**src/rtl/assert_macros.svh**
```systemverilog
// Assertion macros shared by the serial link controller RTL.
// Clock clk_i and active-low reset rst_ni must be in scope at the point of use.
`ifndef ASSERT_MACROS_SVH
`define ASSERT_MACROS_SVH

// Property checked at every clock edge outside reset.
`define GSLC_ASSERT(label, prop) \
  label: assert property (@(posedge clk_i) disable iff (!rst_ni) (prop)) \
    else $error("assertion failed: %m");

// Antecedent in one cycle implies consequent in the next.
`define GSLC_ASSERT_NEXT(label, ante, cons) \
  label: assert property (@(posedge clk_i) disable iff (!rst_ni) (ante) |=> (cons)) \
    else $error("assertion failed: %m");

`endif

```
**src/rtl/gslc_pkg.sv**
```systemverilog
// Types and constants shared by the serial link controller modules.
// No dependencies.
package gslc_pkg;

  typedef enum logic [2:0] {
    CMD_TICK   = 3'd0,
    CMD_RX     = 3'd1,
    CMD_POLL   = 3'd2,
    CMD_STOP   = 3'd3,
    CMD_TOGGLE = 3'd4,
    CMD_TARGET = 3'd5
  } cmd_e;

  typedef enum logic [2:0] {
    TX_NONE      = 3'd0,
    TX_STARTSTOP = 3'd1,
    TX_OPEN      = 3'd2,
    TX_CLOSE     = 3'd3,
    TX_QS        = 3'd4,
    TX_QX        = 3'd5
  } tx_code_e;

  typedef enum logic [1:0] {
    OP_IDLE    = 2'd0,
    OP_OPENING = 2'd1,
    OP_CLOSING = 2'd2
  } op_e;

  typedef enum logic [1:0] {
    MV_NONE  = 2'd0,
    MV_OPEN  = 2'd1,
    MV_CLOSE = 2'd2
  } move_e;

  localparam int unsigned CFG_IDX_W  = 2;
  localparam int unsigned CFG_DATA_W = 16;

  localparam logic [CFG_IDX_W-1:0] CFG_ACK_WAIT    = 2'd0;
  localparam logic [CFG_IDX_W-1:0] CFG_MAX_RETRIES = 2'd1;
  localparam logic [CFG_IDX_W-1:0] CFG_PEND_WINDOW = 2'd2;
  localparam logic [CFG_IDX_W-1:0] CFG_QUIET       = 2'd3;

  localparam logic [15:0] ACK_WAIT_RST    = 16'd2000;
  localparam logic [7:0]  MAX_RETRIES_RST = 8'd3;
  localparam logic [15:0] PEND_WINDOW_RST = 16'd3000;
  localparam logic [15:0] QUIET_RST       = 16'd1000;

  localparam logic [6:0] POS_FULL    = 7'd100;
  localparam logic [6:0] POS_RST     = 7'd50;
  localparam logic [7:0] EDGE_MARGIN = 8'd2;

  // Byte event towards the line parser.
  typedef struct packed {
    logic       byte_en;
    logic [7:0] data;
  } rx_ctl_t;

  // Completed line as seen by the control logic.
  typedef struct packed {
    logic       done;
    logic       ok;
    logic       kind_s;
    logic       kind_x;
    logic [7:0] value;
  } line_res_t;

  // One result transfer.
  typedef struct packed {
    tx_code_e   tx;
    op_e        op;
    logic [6:0] pos;
    logic       changed;
    logic       gave_up;
  } res_t;

endpackage

```
**src/rtl/gate_serial_link_controller.sv**
```systemverilog
// Gate serial link controller: input register, control/parser logic, result register.
// Each item goes via the input and result registers; one transfer per cycle when not stalled.
// While a finished result waits in the output register the input register takes one more
// item, then stalls until that result transfers.
// Reset (rst_ni, async, active low) restores all config registers and state, empties the line.
// Depends on gslc_pkg, gslc_rx_parser, gslc_core and assert_macros.svh.
module gate_serial_link_controller #(
  parameter int unsigned LINE_DEPTH = 16,
  parameter int unsigned TIME_WIDTH = 32
) (
  input  logic                            clk_i,
  input  logic                            rst_ni,
  // configuration writes
  input  logic                            cfg_we_i,
  input  logic [gslc_pkg::CFG_IDX_W-1:0]  cfg_index_i,
  input  logic [gslc_pkg::CFG_DATA_W-1:0] cfg_data_i,
  // input channel
  input  logic                            in_valid_i,
  output logic                            in_stall_o,
  input  logic [2:0]                      command_i,
  input  logic [7:0]                      rx_byte_i,
  input  logic [6:0]                      target_percent_i,
  // result channel
  output logic                            out_valid_o,
  input  logic                            out_stall_i,
  output gslc_pkg::tx_code_e              tx_code_o,
  output gslc_pkg::op_e                   operation_o,
  output logic [6:0]                      position_percent_o,
  output logic                            report_changed_o,
  output logic                            gave_up_o
);
  import gslc_pkg::*;
  `include "assert_macros.svh"

  // Input register stage
  logic       s1_valid_q;
  logic [2:0] s1_cmd_q;
  logic [7:0] s1_byte_q;
  logic [6:0] s1_tp_q;

  // Result register stage
  logic       out_valid_q;
  res_t       out_res_q;

  logic       out_ready, fire, in_xfer, flush;
  rx_ctl_t    rx_ctl;
  line_res_t  line_res;
  res_t       res;

  // The result register is free when empty or being taken this cycle.
  assign out_ready  = !out_valid_q || !out_stall_i;
  // The held item is processed, and the state updated, as it moves to the result register.
  assign fire       = s1_valid_q && out_ready;
  assign in_stall_o = s1_valid_q && !out_ready;
  assign in_xfer    = in_valid_i && !in_stall_o;

  assign rx_ctl.byte_en = fire && (cmd_e'(s1_cmd_q) == CMD_RX);
  assign rx_ctl.data    = s1_byte_q;

  always_ff @(posedge clk_i or negedge rst_ni) begin
    if (!rst_ni) begin
      s1_valid_q <= 1'b0;
    end else if (in_xfer) begin
      s1_valid_q <= 1'b1;
    end else if (fire) begin
      s1_valid_q <= 1'b0;
    end
  end

  always_ff @(posedge clk_i) begin
    if (in_xfer) begin
      s1_cmd_q  <= command_i;
      s1_byte_q <= rx_byte_i;
      s1_tp_q   <= target_percent_i;
    end
  end

  gslc_rx_parser #(
    .LINE_DEPTH (LINE_DEPTH)
  ) u_rx_parser (
    .clk_i   (clk_i),
    .rst_ni  (rst_ni),
    .rx_i    (rx_ctl),
    .flush_i (flush),
    .line_o  (line_res)
  );

  gslc_core #(
    .TIME_WIDTH (TIME_WIDTH)
  ) u_core (
    .clk_i       (clk_i),
    .rst_ni      (rst_ni),
    .cfg_we_i    (cfg_we_i),
    .cfg_index_i (cfg_index_i),
    .cfg_data_i  (cfg_data_i),
    .fire_i      (fire),
    .cmd_i       (s1_cmd_q),
    .target_i    (s1_tp_q),
    .line_i      (line_res),
    .flush_o     (flush),
    .res_o       (res)
  );

  always_ff @(posedge clk_i or negedge rst_ni) begin
    if (!rst_ni) begin
      out_valid_q <= 1'b0;
    end else if (fire) begin
      out_valid_q <= 1'b1;
    end else if (!out_stall_i) begin
      out_valid_q <= 1'b0;
    end
  end

  always_ff @(posedge clk_i) begin
    if (fire) begin
      out_res_q <= res;
    end
  end

  assign out_valid_o        = out_valid_q;
  assign tx_code_o          = out_res_q.tx;
  assign operation_o        = out_res_q.op;
  assign position_percent_o = out_res_q.pos;
  assign report_changed_o   = out_res_q.changed;
  assign gave_up_o          = out_res_q.gave_up;

  `GSLC_ASSERT(a_stall_needs_item, in_stall_o |-> s1_valid_q)
  `GSLC_ASSERT_NEXT(a_fire_gives_result, fire, out_valid_o)
  `GSLC_ASSERT(a_giveup_no_move,
    (out_valid_o && gave_up_o) |-> (tx_code_o != TX_OPEN && tx_code_o != TX_CLOSE))

endmodule

```
**src/rtl/gslc_rx_parser.sv**
```systemverilog
// Incremental receive line framer and hex reply parser.
// Depends on gslc_pkg and assert_macros.svh.
module gslc_rx_parser #(
  parameter int unsigned LINE_DEPTH = 16
) (
  input  logic                clk_i,
  input  logic                rst_ni,
  input  gslc_pkg::rx_ctl_t   rx_i,
  input  logic                flush_i,
  output gslc_pkg::line_res_t line_o
);
  import gslc_pkg::*;
  `include "assert_macros.svh"

  localparam int unsigned LenW = $clog2(LINE_DEPTH + 1);

  localparam logic [7:0] ChCr    = 8'h0D;
  localparam logic [7:0] ChLf    = 8'h0A;
  localparam logic [7:0] ChQuery = 8'h3F;
  localparam logic [7:0] ChEq    = 8'h3D;
  localparam logic [7:0] ChS     = 8'h73;
  localparam logic [7:0] ChX     = 8'h78;
  localparam logic [7:0] ChXUp   = 8'h58;
  localparam logic [7:0] ChZero  = 8'h30;
  localparam logic [7:0] ChPlus  = 8'h2B;
  localparam logic [7:0] ChMinus = 8'h2D;
  localparam logic [7:0] ChSpace = 8'h20;
  localparam logic [7:0] ChTab   = 8'h09;
  localparam logic [7:0] ChVt    = 8'h0B;
  localparam logic [7:0] ChFf    = 8'h0C;

  typedef enum logic [3:0] {
    PH_HDR0, PH_HDR1, PH_HDR2, PH_WS, PH_SIGN, PH_ZERO, PH_XPEND, PH_DIG, PH_END, PH_BAD
  } phase_e;

  function automatic logic is_hex(logic [7:0] c);
    return (c >= 8'h30 && c <= 8'h39) || (c >= 8'h61 && c <= 8'h66) ||
           (c >= 8'h41 && c <= 8'h46);
  endfunction

  function automatic logic [3:0] hex_val(logic [7:0] c);
    logic [7:0] d;
    if (c <= 8'h39) begin
      d = c - 8'h30;
    end else if (c >= 8'h61) begin
      d = c - 8'h57;
    end else begin
      d = c - 8'h37;
    end
    return d[3:0];
  endfunction

  logic [LenW-1:0] len_q, len_d;
  phase_e          phase_q, phase_d;
  logic            kind_s_q, kind_s_d, kind_x_q, kind_x_d;
  logic            neg_q, neg_d, any_q, any_d;
  logic [7:0]      val_q, val_d;

  logic            full;
  phase_e          ph_cur;
  logic            neg_cur, any_cur;
  logic [7:0]      val_cur, b;
  logic            past_hdr;

  assign b        = rx_i.data;
  assign full     = len_q >= LenW'(LINE_DEPTH);
  assign past_hdr = !(phase_q == PH_HDR0 || phase_q == PH_HDR1 || phase_q == PH_HDR2 ||
                      phase_q == PH_BAD);

  assign line_o.done   = rx_i.byte_en && (b == ChCr) && (len_q != '0);
  assign line_o.ok     = past_hdr && any_q;
  assign line_o.kind_s = kind_s_q;
  assign line_o.kind_x = kind_x_q;
  assign line_o.value  = neg_q ? (8'd0 - val_q) : val_q;

  // A full buffer restarts the line with the incoming byte as its first.
  assign ph_cur  = full ? PH_HDR0 : phase_q;
  assign neg_cur = full ? 1'b0 : neg_q;
  assign any_cur = full ? 1'b0 : any_q;
  assign val_cur = full ? 8'd0 : val_q;

  always_comb begin
    len_d    = len_q;
    phase_d  = phase_q;
    kind_s_d = kind_s_q;
    kind_x_d = kind_x_q;
    neg_d    = neg_q;
    any_d    = any_q;
    val_d    = val_q;
    priority if (flush_i || (rx_i.byte_en && b == ChCr)) begin
      len_d   = '0;
      phase_d = PH_HDR0;
      neg_d   = 1'b0;
      any_d   = 1'b0;
      val_d   = 8'd0;
    end else if (rx_i.byte_en && b != ChLf) begin
      len_d   = full ? LenW'(1) : len_q + LenW'(1);
      phase_d = ph_cur;
      neg_d   = neg_cur;
      any_d   = any_cur;
      val_d   = val_cur;
      unique case (ph_cur)
        PH_HDR0: phase_d = (b == ChQuery) ? PH_HDR1 : PH_BAD;
        PH_HDR1: begin
          kind_s_d = b == ChS;
          kind_x_d = b == ChX;
          phase_d  = PH_HDR2;
        end
        PH_HDR2: phase_d = (b == ChEq) ? PH_WS : PH_BAD;
        PH_WS, PH_SIGN: begin
          priority if (ph_cur == PH_WS &&
                       (b == ChSpace || b == ChTab || b == ChVt || b == ChFf)) begin
            phase_d = PH_WS;
          end else if (ph_cur == PH_WS && (b == ChPlus || b == ChMinus)) begin
            neg_d   = b == ChMinus;
            phase_d = PH_SIGN;
          end else if (is_hex(b)) begin
            any_d   = 1'b1;
            val_d   = {4'd0, hex_val(b)};
            phase_d = (b == ChZero) ? PH_ZERO : PH_DIG;
          end else begin
            phase_d = PH_END;
          end
        end
        PH_ZERO: begin
          priority if (b == ChX || b == ChXUp) begin
            phase_d = PH_XPEND;
          end else if (is_hex(b)) begin
            val_d   = {val_cur[3:0], hex_val(b)};
            phase_d = PH_DIG;
          end else begin
            phase_d = PH_END;
          end
        end
        PH_XPEND, PH_DIG: begin
          if (is_hex(b)) begin
            val_d   = {val_cur[3:0], hex_val(b)};
            phase_d = PH_DIG;
          end else begin
            phase_d = PH_END;
          end
        end
        PH_END, PH_BAD: phase_d = ph_cur;
        default: phase_d = PH_BAD;
      endcase
    end
  end

  always_ff @(posedge clk_i or negedge rst_ni) begin
    if (!rst_ni) begin
      len_q    <= '0;
      phase_q  <= PH_HDR0;
      kind_s_q <= 1'b0;
      kind_x_q <= 1'b0;
      neg_q    <= 1'b0;
      any_q    <= 1'b0;
      val_q    <= 8'd0;
    end else begin
      len_q    <= len_d;
      phase_q  <= phase_d;
      kind_s_q <= kind_s_d;
      kind_x_q <= kind_x_d;
      neg_q    <= neg_d;
      any_q    <= any_d;
      val_q    <= val_d;
    end
  end

  `GSLC_ASSERT(a_len_bound, len_q <= LenW'(LINE_DEPTH))
  `GSLC_ASSERT(a_hdr_len, past_hdr |-> len_q >= LenW'(3))

endmodule

```
**src/rtl/gslc_core.sv**
```systemverilog
// Configuration registers and gate control state: replies, moves, retries, polls.
// Depends on gslc_pkg.
module gslc_core #(
  parameter int unsigned TIME_WIDTH = 32
) (
  input  logic                                 clk_i,
  input  logic                                 rst_ni,
  input  logic                                 cfg_we_i,
  input  logic [gslc_pkg::CFG_IDX_W-1:0]       cfg_index_i,
  input  logic [gslc_pkg::CFG_DATA_W-1:0]      cfg_data_i,
  input  logic                                 fire_i,
  input  logic [2:0]                           cmd_i,
  input  logic [6:0]                           target_i,
  input  gslc_pkg::line_res_t                  line_i,
  output logic                                 flush_o,
  output gslc_pkg::res_t                       res_o
);
  import gslc_pkg::*;

  logic [15:0] ack_wait_q, pend_win_q, quiet_q;
  logic [7:0]  max_retries_q;

  op_e                   motion_q, motion_d;
  logic [6:0]            pos_q, pos_d, target_q, target_d;
  move_e                 pend_q, pend_d;
  logic [7:0]            retry_q, retry_d;
  logic [TIME_WIDTH-1:0] since_q, since_d, last_send_q, last_send_d, now_q, now_d;
  logic                  ask_s_q, ask_s_d;

  logic [TIME_WIDTH-1:0] el_pend, el_send;
  logic                  in_flight;

  assign el_pend   = now_q - since_q;
  assign el_send   = now_q - last_send_q;
  assign in_flight = (pend_q != MV_NONE) && (el_pend < TIME_WIDTH'(pend_win_q));

  always_ff @(posedge clk_i or negedge rst_ni) begin
    if (!rst_ni) begin
      ack_wait_q    <= ACK_WAIT_RST;
      max_retries_q <= MAX_RETRIES_RST;
      pend_win_q    <= PEND_WINDOW_RST;
      quiet_q       <= QUIET_RST;
    end else if (cfg_we_i) begin
      unique case (cfg_index_i)
        CFG_ACK_WAIT:    ack_wait_q    <= cfg_data_i;
        CFG_MAX_RETRIES: max_retries_q <= cfg_data_i[7:0];
        CFG_PEND_WINDOW: pend_win_q    <= cfg_data_i;
        CFG_QUIET:       quiet_q       <= cfg_data_i;
        default: ;
      endcase
    end
  end

  always_comb begin
    op_e        op;
    logic [6:0] np, tp;
    logic [8:0] vsum;
    move_e      mv;
    logic       resent, at_end;

    motion_d    = motion_q;
    pos_d       = pos_q;
    target_d    = target_q;
    pend_d      = pend_q;
    retry_d     = retry_q;
    since_d     = since_q;
    last_send_d = last_send_q;
    now_d       = now_q;
    ask_s_d     = ask_s_q;
    flush_o     = 1'b0;
    res_o.tx      = TX_NONE;
    res_o.changed = 1'b0;
    res_o.gave_up = 1'b0;
    op     = OP_IDLE;
    np     = 7'd0;
    tp     = 7'd0;
    vsum   = 9'd0;
    mv     = MV_NONE;
    resent = 1'b0;
    at_end = 1'b0;

    if (fire_i) begin
      unique case (cmd_e'(cmd_i))
        CMD_TICK: now_d = now_q + TIME_WIDTH'(1);
        CMD_RX: begin
          if (line_i.done && line_i.ok) begin
            if (line_i.kind_s) begin
              if (line_i.value[0]) begin
                op = line_i.value[1] ? OP_CLOSING : OP_OPENING;
              end
              if (op != motion_q) begin
                motion_d      = op;
                res_o.changed = 1'b1;
              end
              if ((pend_q == MV_OPEN && op == OP_OPENING) ||
                  (pend_q == MV_CLOSE && op == OP_CLOSING)) begin
                pend_d  = MV_NONE;
                retry_d = 8'd0;
              end
            end else if (line_i.kind_x) begin
              vsum = {1'b0, line_i.value} + {1'b0, EDGE_MARGIN};
              priority if (vsum >= {2'b00, POS_FULL}) begin
                np = POS_FULL;
              end else if (line_i.value <= EDGE_MARGIN) begin
                np = 7'd0;
              end else begin
                np = line_i.value[6:0];
              end
              if (np != pos_q) begin
                pos_d         = np;
                res_o.changed = 1'b1;
                // Partial target reached: stop (motion is non-idle here).
                if (motion_q != OP_IDLE && target_q != POS_FULL && target_q != 7'd0 &&
                    ((motion_q == OP_OPENING && np >= target_q) ||
                     (motion_q == OP_CLOSING && np <= target_q))) begin
                  res_o.tx    = TX_STARTSTOP;
                  last_send_d = now_q;
                  pend_d      = MV_NONE;
                end
              end
            end
          end
        end
        CMD_POLL: begin
          if (pend_q != MV_NONE && !(el_pend < TIME_WIDTH'(ack_wait_q))) begin
            at_end = (pend_q == MV_OPEN) ? (pos_q >= POS_FULL) : (pos_q == 7'd0);
            priority if (at_end) begin
              pend_d  = MV_NONE;
              retry_d = 8'd0;
            end else if (retry_q >= max_retries_q) begin
              pend_d        = MV_NONE;
              retry_d       = 8'd0;
              res_o.gave_up = 1'b1;
            end else begin
              retry_d     = retry_q + 8'd1;
              since_d     = now_q;
              last_send_d = now_q;
              res_o.tx    = (pend_q == MV_OPEN) ? TX_OPEN : TX_CLOSE;
              resent      = 1'b1;
            end
          end
          if (!resent && !(el_send < TIME_WIDTH'(quiet_q))) begin
            flush_o  = 1'b1;
            res_o.tx = ask_s_q ? TX_QS : TX_QX;
            ask_s_d  = !ask_s_q;
          end
        end
        CMD_STOP: begin
          if (motion_q != OP_IDLE || in_flight) begin
            res_o.tx    = TX_STARTSTOP;
            last_send_d = now_q;
            pend_d      = MV_NONE;
          end
        end
        CMD_TOGGLE: begin
          res_o.tx    = TX_STARTSTOP;
          last_send_d = now_q;
        end
        CMD_TARGET: begin
          tp       = (target_i > POS_FULL) ? POS_FULL : target_i;
          target_d = tp;
          priority if (tp == POS_FULL) begin
            mv = MV_OPEN;
          end else if (tp == 7'd0) begin
            mv = MV_CLOSE;
          end else if (tp > pos_q) begin
            mv = MV_OPEN;
          end else if (tp < pos_q) begin
            mv = MV_CLOSE;
          end else begin
            mv = MV_NONE;
          end
          if (mv != MV_NONE && !(mv == MV_OPEN && motion_q == OP_OPENING) &&
              !(mv == MV_CLOSE && motion_q == OP_CLOSING)) begin
            pend_d      = mv;
            since_d     = now_q;
            retry_d     = 8'd0;
            last_send_d = now_q;
            res_o.tx    = (mv == MV_OPEN) ? TX_OPEN : TX_CLOSE;
          end
        end
        default: ;
      endcase
    end

    res_o.op  = motion_d;
    res_o.pos = pos_d;
  end

  always_ff @(posedge clk_i or negedge rst_ni) begin
    if (!rst_ni) begin
      motion_q    <= OP_IDLE;
      pos_q       <= POS_RST;
      target_q    <= 7'd0;
      pend_q      <= MV_NONE;
      retry_q     <= 8'd0;
      since_q     <= '0;
      last_send_q <= '0;
      now_q       <= '0;
      ask_s_q     <= 1'b1;
    end else begin
      motion_q    <= motion_d;
      pos_q       <= pos_d;
      target_q    <= target_d;
      pend_q      <= pend_d;
      retry_q     <= retry_d;
      since_q     <= since_d;
      last_send_q <= last_send_d;
      now_q       <= now_d;
      ask_s_q     <= ask_s_d;
    end
  end

endmodule
```
**config.mk**
```make
export PLATFORM = sky130hd
export DESIGN_NAME = gate_serial_link_controller
export DESIGN_NICKNAME = d
export VERILOG_FILES = /design/src/rtl/gslc_pkg.sv /design/src/rtl/gate_serial_link_controller.sv /design/src/rtl/gslc_rx_parser.sv /design/src/rtl/gslc_core.sv
export VERILOG_INCLUDE_DIRS = /design/src /design/src/rtl
export SDC_FILE = /design/constraint.sdc
export NUM_CORES = 1
export LEC_CHECK = 0
export BUFFER_PORTS_ARGS = -buffer_cell sky130_fd_sc_hd__buf_2
export CORE_MARGIN = 3
export CORE_UTILIZATION = 35
export CTS_BUF_LIST = sky130_fd_sc_hd__clkbuf_4 sky130_fd_sc_hd__clkbuf_8 sky130_fd_sc_hd__clkbuf_16
export DETAILED_ROUTE_END_ITERATION = 10
export PLACE_DENSITY_LB_ADDON = 0.2
export SYNTH_ARGS = -nofsm -noshare
export SYNTH_HDL_FRONTEND = slang
export SYNTH_SLANG_ARGS = --single-unit
```
**constraint.sdc**
```tcl
create_clock -name clk_i -period 13.9 [get_ports clk_i]
set_clock_uncertainty 0.05 [all_clocks]
set_input_delay 1.39 -clock clk_i [delete_from_list [all_inputs] [get_ports clk_i]]
set_output_delay 1.39 -clock clk_i [all_outputs]
set_load 0.05 [all_outputs]
```
== After elaboration in Yosys (flattened, before gate mapping) ==
Index checks and enable logic that the tools add are counted.

* Bits in registers: 234

* Add/sub/neg operators: 10
* Magnitude comparators: 19
* Eq/ne operators: 64
* Mux-type cells: 136
* Bitwise operators: 3
* Reduce and logical (&&, ||, !) cells: 88

{| class="wikitable"
|+ Operators by type and width
! cell !! number
|-
| $mux W32 || 10
|-
| $pmux W32 S5 || 1
|-
| $mux W8 || 16
|-
| $mux W7 || 14
|-
| $lt A32 B16 Y1 || 3
|-
| $pmux W32 S2 || 1
|-
| $sub A32 B32 Y32 || 2
|-
| $mux W2 || 29
|-
| $eq A8 B6 Y1 const B || 6
|-
| $mux W4 || 12
|-
| $pmux W8 S3 || 2
|-
| $mux W1 || 36
|-
| $add A32 B1 Y32 const B || 1
|-
| $eq A8 B4 Y1 const B || 4
|-
| $logic_and A1 B1 Y1 || 28
|-
| $pmux W4 S7 || 1
|-
| $mux W3 || 9
|-
| $eq A8 B7 Y1 const B || 3
|-
| $ne A2 B1 Y1 const B || 10
|-
| $eq A4 B3 Y1 const B || 4
|-
| $ge A8 B7 Y1 const B || 2
|-
| $le A8 B7 Y1 const B || 2
|-
| $logic_or A1 B1 Y1 || 15
|-
| $mux W5 || 3
|-
| 55 further kinds || 106
|}

== Logic depth before layout (Yosys ltp) ==
* Depth in word-level cells: 20
* Gate-level depth with buffers: 26
* Gate-level depth less buffers: 24

== Modules after synthesis ==
Synthesis repeated with hierarchy kept, for this count alone.

* Cells, all modules: 1746
* Area, all modules: 16457.0 sq um

{| class="wikitable"
|+ Modules (own cells, without submodules)
! module !! times used !! cells an instance !! area each (sq um) !! sequential area each (sq um)
|-
| gslc_core || 1 || 1506 || 13688.1 || 4510.6
|-
| gslc_rx_parser || 1 || 197 || 1701.6 || 525.5
|-
| gate_serial_link_controller || 1 || 43 || 1067.3 || 1011.0
|}

== Worst setup path after synthesis ==
OpenSTA, ideal clock, no wires.

* Kind: register to register
* Start: reg u_rx_parser.val_q[0]
* End: reg u_core.last_send_q[28]
* Data arrival time: 5.255 ns
* Required time: 13.723 ns
* Setup slack: 8.467 ns
* Cell stages (with the launch flop): 27
* Cells stage by stage: dfrtp_1 > buf_2 > inv_1 > ha_1 > nand2b_1 > xnor2_1 > inv_1 > ha_1 > a21oi_1 > or4b_1 > o211ai_2 > nor4b_2 > nor3b_1 > and2_1 > ha_1 > nor2b_1 > o21a_1 > o21a_1 > o21a_1 > o21ai_0 > a21oi_1 > a41o_1 > nor2_1 > a311o_1 > nand4b_4 > buf_6 > mux2_1

* Cells in the longest elaborated chain, start to end: 16
* Elaborated cells on any way between the ends: 22

{| class="wikitable"
|+ RTL lines
! element !! RTL line !! RTL
|-
| from (decl) || gslc_rx_parser.sv:57 || <nowiki>logic [7:0] val_q, val_d;</nowiki>
|-
| from (signal assigned) || gslc_rx_parser.sv:165 || <nowiki>val_q <= val_d;</nowiki>
|-
| $sub A1 B8 Y8 || gslc_rx_parser.sv:74 || <nowiki>assign line_o.value = neg_q ? (8'd0 - val_q) : val_q;</nowiki>
|-
| $mux W8 (*) || gslc_rx_parser.sv:74 ||
|-
| $add A8 B2 Y9 / $le A8 B2 Y1 (equally long branches) || gslc_core.sv:101, gslc_core.sv:104 ||
|-
| $ge A9 B7 Y1 / $mux W7 (equally long branches) || gslc_core.sv:102, gslc_core.sv:104 ||
|-
| $mux W7 (*) || gslc_core.sv:102 || <nowiki>priority if (vsum >= {2'b00, POS_FULL}) begin</nowiki>
|-
| $mux W7 (*) || gslc_core.sv:100 || <nowiki>end else if (line_i.kind_x) begin</nowiki>
|-
| $mux W7 (*) || gslc_core.sv:87 || <nowiki>if (line_i.kind_s) begin</nowiki>
|-
| $mux W7 (*) || gslc_core.sv:86 || <nowiki>if (line_i.done && line_i.ok) begin</nowiki>
|-
| $mux W7 (*) || gslc_core.sv:83 || <nowiki>unique case (cmd_e'(cmd_i))</nowiki>
|-
| $mux W7 (*) || gslc_core.sv:82 || <nowiki>if (fire_i) begin</nowiki>
|-
| $ge A7 B7 Y1 / $le A7 B7 Y1 (equally long branches) || gslc_core.sv:114, gslc_core.sv:115 ||
|-
| $logic_and A1 B1 Y1, on equally long branches || gslc_core.sv:114, gslc_core.sv:115 ||
|-
| $logic_or A1 B1 Y1 || gslc_core.sv:114 || <nowiki>((motion_q == OP_OPENING && np >= target_q) ||</nowiki>
|-
| $logic_and A1 B1 Y1 || gslc_core.sv:113 || <nowiki>if (motion_q != OP_IDLE && target_q != POS_FULL && target_q != 7'd0 &&</nowiki>
|-
| $ne A2 B1 Y1 (no source line) || -- ||
|-
| $reduce_and A12 Y1 (no source line) (*) || -- ||
|-
| to (signal assigned) || gslc_core.sv:208 || <nowiki>last_send_q <= last_send_d;</nowiki>
|-
| to (decl) || gslc_core.sv:27 || <nowiki>logic [TIME_WIDTH-1:0] since_q, since_d, last_send_q, last_send_d, now_q, now_d;</nowiki>
|}

Mark *: on every way between the ends. The rest lies on a longest branch, timed or not. The select of a mux whose other input is x is not followed.
A chain may end at the register's enable or synchronous reset.

== Final worst setup path ==
Same ends and word-level chain as after synthesis.

==> impl_metrics.tcl <==
set metrics [dict create \
    drt_first_pass_iters 5 \
    core_um2 46650 \
    wl_per_cell_um 17.54 \
    synth_common_cells "dfrtp_1, inv_1, nand2_1" \
    critPathMaxStageDelay_ns 0.61 \
    initial_utilization 0.3556 \
    yosys_register_bits 234 \
    run_status "completed" \
    synth_area_per_cell_um2 9.181 \
    power_frac_seq 0.288 \
    syn_area_um2 16590 \
    first_global_vias 12940 \
    grt_max_degree 99 \
    cts_setup_buffers 0 \
    power_switching_share 0.3963 \
    cts_buffers 27 \
    period_share 0.4785 \
    drive_above_1_share 0.1472 \
    yosysSeqAreaShare 0.3645 \
    ys_async_sr_fraction 0.8632 \
    peakVddDrop_mv 0.1061 \
    combinationalPowerShare 0.476 \
    routed_wl_mm 43.17 \
    fin_setup_tns_ns 0 \
    ys_types 88 \
    area_delta_synth_final_pct 10.23 \
    drtIter0Drc 982 \
    synth_edf_count 32 \
    slowest_stage "dfrtp_1" \
    drcViolationCount 0 \
    total_power_mw 2.916 \
    yosysWarnings 0 \
    r2r_start "u_rx_parser.val_q[0]" \
    max_slew_margin 0.3173 \
    rows 79 \
    dieArea_um2 50050 \
    end_kind "flop" \
    antenna_found_initial 0 \
    io-pin-count 57 \
    routed_via_density 5.405 \
    powerDensity_nw_per_um2 159.5 \
    ant_nets 0 \
    crit_type "reg2reg" \
    crit_fanout 32 \
    grt_use_total 0.1712 \
    hold_path.class "reg2reg" \
    leakage_nw 8.403 \
    cp_top_family "simple AND/OR/NAND/NOR gates" \
    rsz0062_at_grt "no" \
    numPortBuffers 56 \
    hold_start "u_core.retry_q[7]" \
    report.final.setup_viol 0 \
    hold_viol_final 0 \
    worstPathRequired_ns 14.28 \
    synthTopCellsByArea "dfrtp_1, ha_1, mux2_2" \
    grt-ovfl-total 0 \
    clock_power_share 0.236 \
    clockBufferDepth 3 \
    die-height_um 223.7 \
    rrSetupSlack_ns 7.25 \
    p_int_mw 1.760 \
    crit_end "u_core.last_send_q[28]" \
    cp-start-kind "flop" \
    vias 13302 \
    antenna_cells 0 \
    arrival_ns 7.03 \
    htree_levels 1 \
    min_period_ns 6.651 \
    synth.net_count 1992 \
    maxCapViolCount 0 \
    r2r_cells 24 \
    place.gp.congestion 0.8534 \
    cts_resized 0 \
    grt_pass1_wl_mm 70.16 \
    cp_num_cells 24 \
    cts_hold_buf 0 \
    synth_top_area_share 0.2670 \
    maxSlewViolCount 0 \
    worst-path-buf-inv 2 \
    clk_latency_ns 0.56 \
    synth_most_common_cell "dfrtp_1" \
    startpoint "u_rx_parser.val_q[0]" \
    cts_tree "done" \
    max_freq_ghz 0.1504 \
    tightest_slew_ns 1.024 \
    worstPathCellList "inv_1 > ha_1 > nand2b_1 > xnor2_1 > inv_1 > ha_1 > a21oi_1 > or4b_1 > o211ai_2 > nor4b_2 > nor3b_1 > and2_1 > ha_1 > nor2b_1 > o21a_1 > o21a_1 > o21a_1 > o21ai_0 > a21oi_1 > a41o_1 > nor2_1 > a311o_1 > nand4b_4 > mux2_1" \
    nets 2019 \
    netlist_instances 1807 \
    ys.flop_type "dfrtp_1" \
    cts.sinks 234 \
    synth_top_area_cell "dfrtp_1" \
    power.switching_mw 1.156 \
    clockRootBuffer "clkbuf_16" \
    cts.clk_slew.worst_paths_ns 0.06 \
    die_w_um 223.7 \
    hpwl_mm 33.08 \
    rr_endpoint "u_core.last_send_q[28]" \
]
==> per-layer routing <==
metal | global-route usage | wire [um]
met1 | 0.2367 | 20160
met2 | 0.2854 | 20300
met3 | 0.02280 | 1698
met4 | 0.04189 | 1012
met5 | 0 | 0
==> worst min-delay path by stage <==
stage                             endpoint  cells after the start
CTS                      u_core.retry_q[7]                      1
global placement    u_core.last_send_q[20]                      1
detailed placement             out_valid_o                      1
finish                   u_core.retry_q[7]                      1
global route            u_core.quiet_q[11]                      1
floorplan             u_rx_parser.kind_x_q                      2
==> worst reg2reg max path, stage by stage, from the launching register on <==
cell	delay [ns]
dfrtp_1	0.61
inv_1	0.17
ha_1	0.29
nand2b_1	0.17
xnor2_1	0.40
inv_1	0.12
ha_1	0.21
a21oi_1	0.29
or4b_1	0.53
o211ai_2	0.14
nor4b_2	0.11
nor3b_1	0.35
and2_1	0.21
ha_1	0.23
nor2b_1	0.13
o21a_1	0.17
o21a_1	0.17
o21a_1	0.16
o21ai_0	0.21
a21oi_1	0.10
a41o_1	0.20
nor2_1	0.17
a311o_1	0.24
nand4b_4	0.55
mux2_1	0.58
==> cells in the final DEF, fill, tap and decap left out, types with 48 or more instances in the layout <==
| cell | netlist | routed |
|---|---|---|
| nand2_1 | 144 | 144 |
| xnor2_1 | 60 | 60 |
| inv_1 | 176 | 176 |
| o21ai_0 | 109 | 109 |
| mux2_2 | 105 | 105 |
| ha_1 | 142 | 142 |
| nor3_1 | 59 | 59 |
| buf_2 | 10 | 55 |
| dfrtp_1 | 177 | 177 |
| nand3_1 | 48 | 48 |
| nor2_1 | 103 | 103 |
| a21oi_1 | 107 | 107 |
==> logic make-up after synthesis <==
kind of cell               after synthesis  synth area share
adders and majority gates              144            0.1095
xor gates and xnor gates                88           0.04646
buffers and inverters                  239           0.05619
DFF                                    234            0.3645
muxes                                  122           0.08191
AOI/OAI and AO/OA                      435            0.1730
and+or+nand+nor                        545            0.1684
==> metrics by stage <==
| stage | area [um^2] | cells | setup WS [ns] | hold WS [ns] | util |
|---|---|---|---|---|---|
| after floorplan | 16590 | 1807 | 8.467 | 0.3996 | - |
| after global placement | 17430 | 2412 | 7.405 | 0.4260 | 0.3736 |
| after detailed placement | 17430 | 2412 | 7.264 | 0.4316 | 0.3736 |
| after CTS | 18290 | 2461 | 7.246 | 0.4453 | 0.3919 |
| after global routing | 18290 | 2461 | 6.601 | 0.4649 | 0.3919 |
| final | 18290 | 2461 | 7.249 | 0.4360 | 0.3919 |
==> flip-flops by register name (all words and copies together) (netlist names), 7 cells and up <==
register,count
u_core.pend_win_q,16
u_core.last_send_q,32
u_core.quiet_q,16
u_rx_parser.val_q,8
u_core.ack_wait_q,16
s1_tp_q,7
u_core.pos_q,7
s1_byte_q,8
u_core.now_q,32
u_core.target_q,7
u_core.retry_q,8
position_percent_o,7
u_core.since_q,32
u_core.max_retries_q,8
==> power groups by stage <==
stage / Clock [mW] / Sequential [mW] / Combinational, mW
2_1_floorplan: 0 / 0.829 / 1.03
3_3_place_gp: 0 / 0.849 / 1.35
3_5_place_dp: 0 / 0.851 / 1.38
4_1_cts: 0.711 / 0.839 / 1.39
5_1_grt: 0.739 / 0.850 / 1.57
6_report: 0.687 / 0.840 / 1.39
==> cell type report <==
| cell class | instances | area [um^2] |
|---|---|---|
| Fill cell | 4733 | 28370 |
| Multi-Input combinational cell | 1334 | 9635 |
| Tap cell | 607 | 759.5 |
| Sequential cell | 234 | 6047 |
| Clock inverter | 16 | 111.4 |
| Clock buffer | 33 | 744.5 |
| Inverter | 176 | 660.6 |
| Timing Repair Buffer | 61 | 327.8 |
Power figures use the tool's default switching activity.
